<file path="src/rtl/core/branch_unit_with_call_stack_defines.svh">
// Assertion macros shared by the branch unit RTL.
// Users must have clk and rst_n in scope.
`ifndef BRANCH_UNIT_WITH_CALL_STACK_DEFINES_SVH
`define BRANCH_UNIT_WITH_CALL_STACK_DEFINES_SVH

// Same-cycle implication, checked outside reset.
`define BUCS_ASSERT_NOW(label, ante, cons, msg) \
    label: assert property (@(posedge clk) disable iff (!rst_n) (ante) |-> (cons)) \
        else $error(msg);

// Next-cycle implication, checked outside reset.
`define BUCS_ASSERT_NEXT(label, ante, cons, msg) \
    label: assert property (@(posedge clk) disable iff (!rst_n) (ante) |=> (cons)) \
        else $error(msg);

`endif

</file>
<file path="src/rtl/core/bucs_pkg.sv">
// Package for the branch unit: item types, operation and error codes,
// stack sizing and the stack control/status structs. No dependencies.
`default_nettype none

package bucs_pkg;

    localparam int STACK_WORDS = 256;
    localparam int SP_W        = $clog2(STACK_WORDS + 1);
    localparam int ADDR_W      = $clog2(STACK_WORDS);

    localparam logic [3:0] FUNC_JMP  = 4'd0;
    localparam logic [3:0] FUNC_JEQ  = 4'd1;
    localparam logic [3:0] FUNC_JNE  = 4'd2;
    localparam logic [3:0] FUNC_JGT  = 4'd3;
    localparam logic [3:0] FUNC_JGE  = 4'd4;
    localparam logic [3:0] FUNC_JLT  = 4'd5;
    localparam logic [3:0] FUNC_JLE  = 4'd6;
    localparam logic [3:0] FUNC_JHI  = 4'd7;
    localparam logic [3:0] FUNC_JHE  = 4'd8;
    localparam logic [3:0] FUNC_JLO  = 4'd9;
    localparam logic [3:0] FUNC_JLOE = 4'd10;
    localparam logic [3:0] FUNC_CALL = 4'd11;
    localparam logic [3:0] FUNC_RET  = 4'd12;

    localparam logic [1:0] ERR_NONE    = 2'd0;
    localparam logic [1:0] ERR_STACK   = 2'd1;
    localparam logic [1:0] ERR_INVALID = 2'd2;

    typedef struct packed {
        logic [3:0]         func;
        logic               reg_mode;
        logic [31:0]        reg_value;
        logic signed [23:0] imm_offset;
        logic [31:0]        current_pc;
        logic               flag_z;
        logic               flag_n;
        logic               flag_c;
        logic               flag_v;
    } bu_in_t;

    typedef struct packed {
        logic [31:0] next_pc;
        logic        taken;
        logic [1:0]  error_code;
    } bu_out_t;

    // Decoded operation
    typedef struct packed {
        logic jump;      // conditional/unconditional jump, condition true
        logic is_call;
        logic is_ret;
        logic invalid;
    } bu_dec_t;

    typedef struct packed {
        logic        push;
        logic        pop;
        logic [31:0] push_data;
    } stk_req_t;

    typedef struct packed {
        logic        full;
        logic        empty;
        logic [31:0] top;
    } stk_stat_t;

endpackage

`default_nettype wire

</file>
<file path="src/rtl/core/bucs_decode.sv">
// Operation decode, flag condition test and branch target computation.
// Uses bucs_pkg.
`default_nettype none

module bucs_decode
    import bucs_pkg::*;
(
    input  bu_in_t      item,
    output bu_dec_t     dec,
    output logic [31:0] target
);

    logic [31:0] offset_bytes;

    // sign-extended word offset, scaled to bytes
    assign offset_bytes = {{6{item.imm_offset[23]}}, item.imm_offset, 2'b00};
    assign target = item.reg_mode ? item.reg_value
                                  : item.current_pc - 32'd4 + offset_bytes;

    always_comb
    begin
        dec = '0;
        case (item.func)
            FUNC_JMP:  dec.jump = 1'b1;
            FUNC_JEQ:  dec.jump = item.flag_z;
            FUNC_JNE:  dec.jump = !item.flag_z;
            FUNC_JGT:  dec.jump = !item.flag_z && (item.flag_n == item.flag_v);
            FUNC_JGE:  dec.jump = (item.flag_n == item.flag_v);
            FUNC_JLT:  dec.jump = (item.flag_n != item.flag_v);
            FUNC_JLE:  dec.jump = item.flag_z || (item.flag_n != item.flag_v);
            // carry is a borrow flag: higher means no borrow
            FUNC_JHI:  dec.jump = !item.flag_z && !item.flag_c;
            FUNC_JHE:  dec.jump = !item.flag_c;
            FUNC_JLO:  dec.jump = item.flag_c;
            FUNC_JLOE: dec.jump = item.flag_z || item.flag_c;
            FUNC_CALL: dec.is_call = 1'b1;
            FUNC_RET:  dec.is_ret = 1'b1;
            default:   dec.invalid = 1'b1;
        endcase
    end

endmodule

`default_nettype wire

</file>
<file path="config.mk">
export PLATFORM = sky130hd
export DESIGN_NAME = bucs_decode
export DESIGN_NICKNAME = d
export VERILOG_FILES = /design/src/rtl/core/branch_unit_with_call_stack_defines.svh /design/src/rtl/core/bucs_pkg.sv /design/src/rtl/core/bucs_decode.sv
export SDC_FILE = /design/constraint.sdc
export NUM_CORES = 1
export LEC_CHECK = 0
export CAP_MARGIN = 20
export CORE_ASPECT_RATIO = 1.75
export CORE_MARGIN = 4
export CORE_UTILIZATION = 42
export DETAILED_ROUTE_END_ITERATION = 6
export DONT_BUFFER_PORTS = 1
export PLACE_DENSITY = 0.59
export SLEW_MARGIN = 40
export SYNTH_ARGS = -nofsm -noshare
export SYNTH_HDL_FRONTEND = slang
export SYNTH_SLANG_ARGS = --single-unit
</file>
<file path="constraint.sdc">
create_clock -name vclk -period 3.5
set_clock_uncertainty 0.1 [all_clocks]
set_input_delay 0.525 -clock vclk [all_inputs]
set_output_delay 0.525 -clock vclk [all_outputs]
set_load 0.01 [all_outputs]
</file>
* Word level (Yosys, flattened, before mapping)
Cells that the tools add are included.
Storage, ports and cells: flip-flop bits (word level) 0, bits in latches 0, RAM bits 0, memory bits (read-only) 0, bits of input ports 97, logic and storage cells 29, memories kept 0
Operators by class: $add $sub $neg 2, multiply operators 0, div/mod/pow operators 0, order comparisons 0, equal/unequal tests 14, shift operators 0, muxes and demuxes 5, bitwise logic cells 0, reduce and logical (&&, ||, !) cells 8
Operators by type and width (count):
- adder 32 bit | 1
- 2-to-1 mux 32 bit | 1
- subtractor 32 x 3 -> 32 bit, second input constant | 1
- == test 4 bit, second input constant | 5
- == test 4 x 3 -> 1 bit, second input constant | 4
- OR reduction 13 bit | 1
- one-hot mux 1 bit (11 select lines) | 1
- == test 4 x 2 -> 1 bit, second input constant | 2
- == test 4 x 1 -> 1 bit, second input constant | 1
- logical NOT 4 bit | 1
- 2-to-1 mux 1 bit | 3
- logical AND 1 bit | 2
- logical NOT 1 bit | 2
- logical OR 1 bit | 2
- == test 1 bit | 1
- != test 1 bit | 1

* Depth between registers and ports, before layout
Gate-level depths: netlist of run 1.
depth after elaboration 3, mapped depth 12, gate-level depth less buffers 12

* Least setup slack after synthesis of run 1
Ideal clock, no wire load.
path kind input-to-output, start point in item[7] in the netlist's numbering, end point out target[17], data arrival time 2.920 ns, data required time 2.875 ns, setup slack -0.045 ns, cell stages on the path 12, path buffers 0, path through inv_1 -> ha_1 -> inv_1 -> ha_1 -> fa_1 -> a21o_1 -> a221oi_1 -> o21ai_0 -> a21oi_1 -> o21ai_0 -> xnor2_1 -> o21ai_0
On the way: cells in the longest elaborated chain, start to end 3
RTL lines:
- start: declaration | RTL line bucs_decode.sv:8 | input bu_in_t item,
- subtractor 32 x 3 -> 32 bit | RTL line bucs_decode.sv:18 | : item.current_pc - 32'd4 + offset_bytes;
- adder 32 bit | RTL line bucs_decode.sv:18
- 2-to-1 mux 32 bit | RTL line bucs_decode.sv:17 | assign target = item.reg_mode ? item.reg_value
- end: declaration | RTL line bucs_decode.sv:10 | output logic [31:0] target
No other way between the ends.

* Worst setup path in the final report of run 1
start point in item[7] in the netlist's numbering, end point out target[23]
The elaborated chain is that of the path after synthesis.

==> results of run 1 <==
## area by class of cell
type,count,area share [%]
multi-input combinational,325,71.9
inverter,120,13.5
timing repair buffer,53,11.6
tap,82,2.99
## worst max-delay path: cells and delay by family
| kind | cells | cell delay (ns) |
|---|---|---|
| buffers and inverters | 2 | 0.04 |
| AO/OA/AOI/OAI | 6 | 1.22 |
| adder cells (fa/ha/maj) | 3 | 0.75 |
| AND/OR/NAND/NOR | 1 | 0.34 |
## logic make-up after synthesis
family	share of synthesized area, %
AO/OA/AOI/OAI	29.6
XOR/XNOR	6.81
adder cells (fa/ha/maj)	25.9
buffers and inverters	18.0
multiplexers	1.95
AND/OR/NAND/NOR	17.7
## metal layers
metal  track usage [%]  up-vias  wire [um]
li1                  -     1626          -
met4             0.895        0         72
met5                 0        -          0
met1              18.9     1434       2970
met3              1.46        8        327
met2              38.5       87       4620
## per-stage QoR
step | total power [mW] | instance area [um^2]
finish | 0.841 | 3430
global route | 0.941 | 3430
CTS | 0.800 | 3270
global placement | 0.777 | 3230
floorplan | 0.543 | 2830
detailed placement | 0.784 | 3230
## worst paths after layout
path	start	end	slack [ns]
worst max-delay path	item[7]	target[23]	-0.02
worst min-delay path	item[93]	dec[1]	1.00
## power by group
part / leakage (nW) / total (mW) / switching (mW) / internal, mW
combinational: 1.85 / 0.841 / 0.455 / 0.386
sequential: 0 / 0 / 0 / 0
clock: 0 / 0 / 0 / 0
total: 1.85 / 0.841 / 0.455 / 0.386
## placed cells by master, fill, tap and decap left out, drive strengths merged, types with 3 or more instances in the layout
master    n
xor2      9
o21bai    4
a31oi     4
mux2      4
buf      53
a21oi    35
nand4     5
ha       57
a21o     12
a21boi    3
nor2     13
o21ai    37
a211o     4
inv     120
and2      6
a211oi    4
o211ai    4
nor4      4
nand3    13
nand2    52
o31ai     3
and3      4
o21a      7
xnor2    13
nor3      4
## what timing repair did
action / CTS / global route
buffers inserted: 2 / 3
resized for setup: 7 / 31
pin swaps: 4 / 21
endpoints found under the setup margin: 8 / 14
==> metrics, run 1 <==
Cells after Synth between 400 and 500; largest net degree at the start of global routing just under 60; post-route insts no fill a little under 600; crit path max fanout 4; Pleak ~1.8 nW; hold path cells 1; slowest cell delay on critical path 0.36 ns; Finish-stage setup viols 1; CP Cell Sequence inv_8 > ha_4 > inv_2 > ha_4 > fa_2 > a21o_1 > a22o_1 > o211ai_2 > a211o_1 > a21boi_2 > or3_1 > a31o_1; gr usage total about 18%; failing checks negative setup slack; Rows 39; YS warnings 0; IO Pins between 100 and 150; die width ~70 um; Power per Cell Area ~250 nW/um^2; Peak VDD IR just over 0.1 mV; Crit path top cell by count ha_4; Final WS setup -0.0171 ns; startpoint types input pin; Hold Worst Slack roughly 1.0 ns; storage element area 0 um^2; Final Hold Viols 0; Slowest-stage cell, CP fa_2; Via density about 5.4; Via Count between 3,000 and 4,000; Initial Util between 40 and 50%; count leader, synth inv_1; Die Span Y 117 um; GPL Wtd Cong ~0.89; syn avg cell area 6.17 um^2; first-pass GRT wire length around 13,000 um; routed length per instance 13.8 um; Max Freq ~280 MHz; DRT iter0 DRCs roughly 140; Fin Setup TNS -0.0171 ns; Final nets roughly 660; # diodes 0; pre-CTS setup slack -0.261 ns; Crit path arrival time ~2.9 ns; Seq cells 0; clock buf count 0; post-synthesis sequential area ratio 0%; Post-synth top cells inv_1 (120), ha_1 (57), nand2_1 (52), o21ai_0 (37), a21oi_1 (35); Hold Buf Count CTS 0; RSZ-0062 raised after global routing true; Post-DRT Antenna Nets 0; fin util 52.4%; Max Cap Viol 0; worst hold path type input pin to output pin; routed wire length roughly 8000 um; antenna violations before repair 0; core box area between 6000 and 7000 um^2; vias in the first global route about 3,000; Multi-input gate area 2460 um^2; fin. max-slew vios 0; PortBufs 0; share of cells above drive strength 1 between 10% and 20%; crit share post-route 100%; Crit Path Class input pin to output pin; Crit. End Element output pin; DP Cell Count 575; DR pass1 iterations 4; hpwl dp just under 7000 um; Die ar. 8160 um^2; outcome finished with violations; share of the synthesized area in the top cell type about a quarter; Period minus WS final about 3.5 ns; worst rel slew slack roughly 75%; area leader, netlist ha_1; measured slew at the worst slew-check pin approximately 0.38 ns; Synth area leaders ha_1 (25%), inv_1 (16%), nand2_1 (6.9%); Worst Path Required approximately 2.9 ns; synth-to-layout area growth 21.2%; drt drc 0; GR Overflow Total 0; Synth Net Count just over 600; fillers approximately 700; Synth Cell Area approximately 2800 um^2; post-synthesis cell type count 51
No activity file was read; power rests on OpenSTA's default activity.
==> run 2: changes to the inputs <==
--- a/constraint.sdc
+++ b/constraint.sdc
@@ -4,2 +4,2 @@
 set_output_delay 0.525 -clock vclk [all_outputs]
-set_load 0.01 [all_outputs]
+set_load 0.1 [all_outputs]
==> metrics, run 2 (synthesized netlist as in run 1, its figures left out) <==
IO Pins roughly 130; storage element area 0 um^2; most frequent cells in the layout inv_1 (107), nand2_1 (49), buf_4 (47); failing checks negative setup slack; fin. max-slew vios 0; PortBufs 0; startpoint types input pin; first-pass GRT wire length 13,300 um; crit share post-route 102%; Via Count between 3,000 and 4,000; fillers between 500 and 600; outcome finished with violations; Peak VDD IR roughly 0.26 mV; RSZ-0062 raised after global routing true; pre-CTS setup slack -0.0987 ns; DR pass1 iterations 4; vias in the first global route ~3,000; Initial Util a little over two fifths; Seq cells 0; Pleak around 2.1 nW; Final WS setup -0.0819 ns; drt drc 0; clock buf count 0; Via density around 5.4; routed wire length about 8700 um; placed cell areas ~4100 um^2; total power between 1.5 and 2 mW; Die Span Y 117 um; worst hold path type input pin to output pin; hpwl dp about 7700 um; synth-to-layout area growth 53.2%; Crit path arrival time 2.96 ns; die width approximately 70 um; Final nets between 600 and 700; Final Hold Viols 0; Die ar. about 8000 um^2; share of cells above drive strength 1 about a third; final instance area approximately 4300 um^2; Max Cap Viol 0; antenna violations before repair 0; Period minus WS final between 3 and 4 ns; most common cell after layout, fill and taps aside inv_1; crit path max fanout 3; GPL Wtd Cong a little under 0.9; Hold Worst Slack between 1 and 1.5 ns; Post-DRT Antenna Nets 0; largest net degree at the start of global routing slightly below 60; Rows 39; Hold Buf Count CTS 0; hold path cells 2; measured slew at the worst slew-check pin about 0.54 ns; routed length per instance ~15 um; Fin Setup TNS -0.188 ns; # diodes 0; Finish-stage setup viols 5; DRT iter0 DRCs 77; Crit Path Class input pin to output pin; Crit. End Element output pin; Max Freq between 200 and 300 MHz; GR Overflow Total 0; Worst Path Required ~2.9 ns; Power per Cell Area approximately 380 nW/um^2; core box area about 6500 um^2; worst rel slew slack 64.3%; gr usage total 19.1%
[run 2: cell types whose count changed in the layout (fill, tap and decap cells not counted), moves of 8 or more]
cell     delta
ha_4       +12
o21ai_2    +12
o21ai_4     +8
o21ai_0    -17
inv_1       -9
buf_12     +21
ha_1       -12
[run 2: power by group]
group / switching (mW) / total [mW] / internal [mW]
logic: 1.03 / 1.67 / 0.637
clock network: 0 / 0 / 0
registers: 0 / 0 / 0
[run 2: path summary, 6_finish.rpt]
path | start | endpoint
worst max-delay path | item[37] | target[23]
worst min-delay path | item[94] | dec[1]
[run 2: cell type report]
cell class                      instances  area [um^2]  area share [%]
Inverter                              120          485            11.2
Multi-Input combinational cell        325         2910            67.2
Tap cell                               82          103            2.37
Timing Repair Buffer                   71          835            19.3
[run 2: what timing repair did]
action / in CTS / in global routing
endpoints found under the setup margin: 11 / 12
hold endpoints to repair: 0 / 0
gates resized for setup: 12 / 24
gates cloned: 0 / 0
pin swaps: 8 / 12
buffers inserted: 1 / 5
[run 2: layer usage]
layer / part of all wire, % / wire length (um) / GRT usage, % / vias up
li1: - / - / - / 1654
met1: 34 / 2940 / 17.3 / 1466
met2: 60 / 5250 / 44.1 / 87
met3: 3.6 / 313 / 1.38 / 15
met4: 2.2 / 191 / 3.58 / 0
met5: 0 / 0 / 0 / -
[run 2: worst max-delay path: stages]
cell	delay, ns
inv_12	0.01
ha_4	0.25
inv_2	0.04
ha_4	0.15
fa_2	0.34
a21o_1	0.20
a22o_1	0.22
o211ai_2	0.22
a211o_1	0.18
a21boi_1	0.07
or3_1	0.32
a31o_2	0.26
buf_12	0.16
[run 2: through the flow]
step | std cells | util (%)
4_1_cts | 593 | 64.2
2_1_floorplan | 458 | -
3_5_place_dp | 592 | 63.3
3_3_place_gp | 592 | 63.3
6_report | 598 | 66.2
5_1_grt | 598 | 66.2
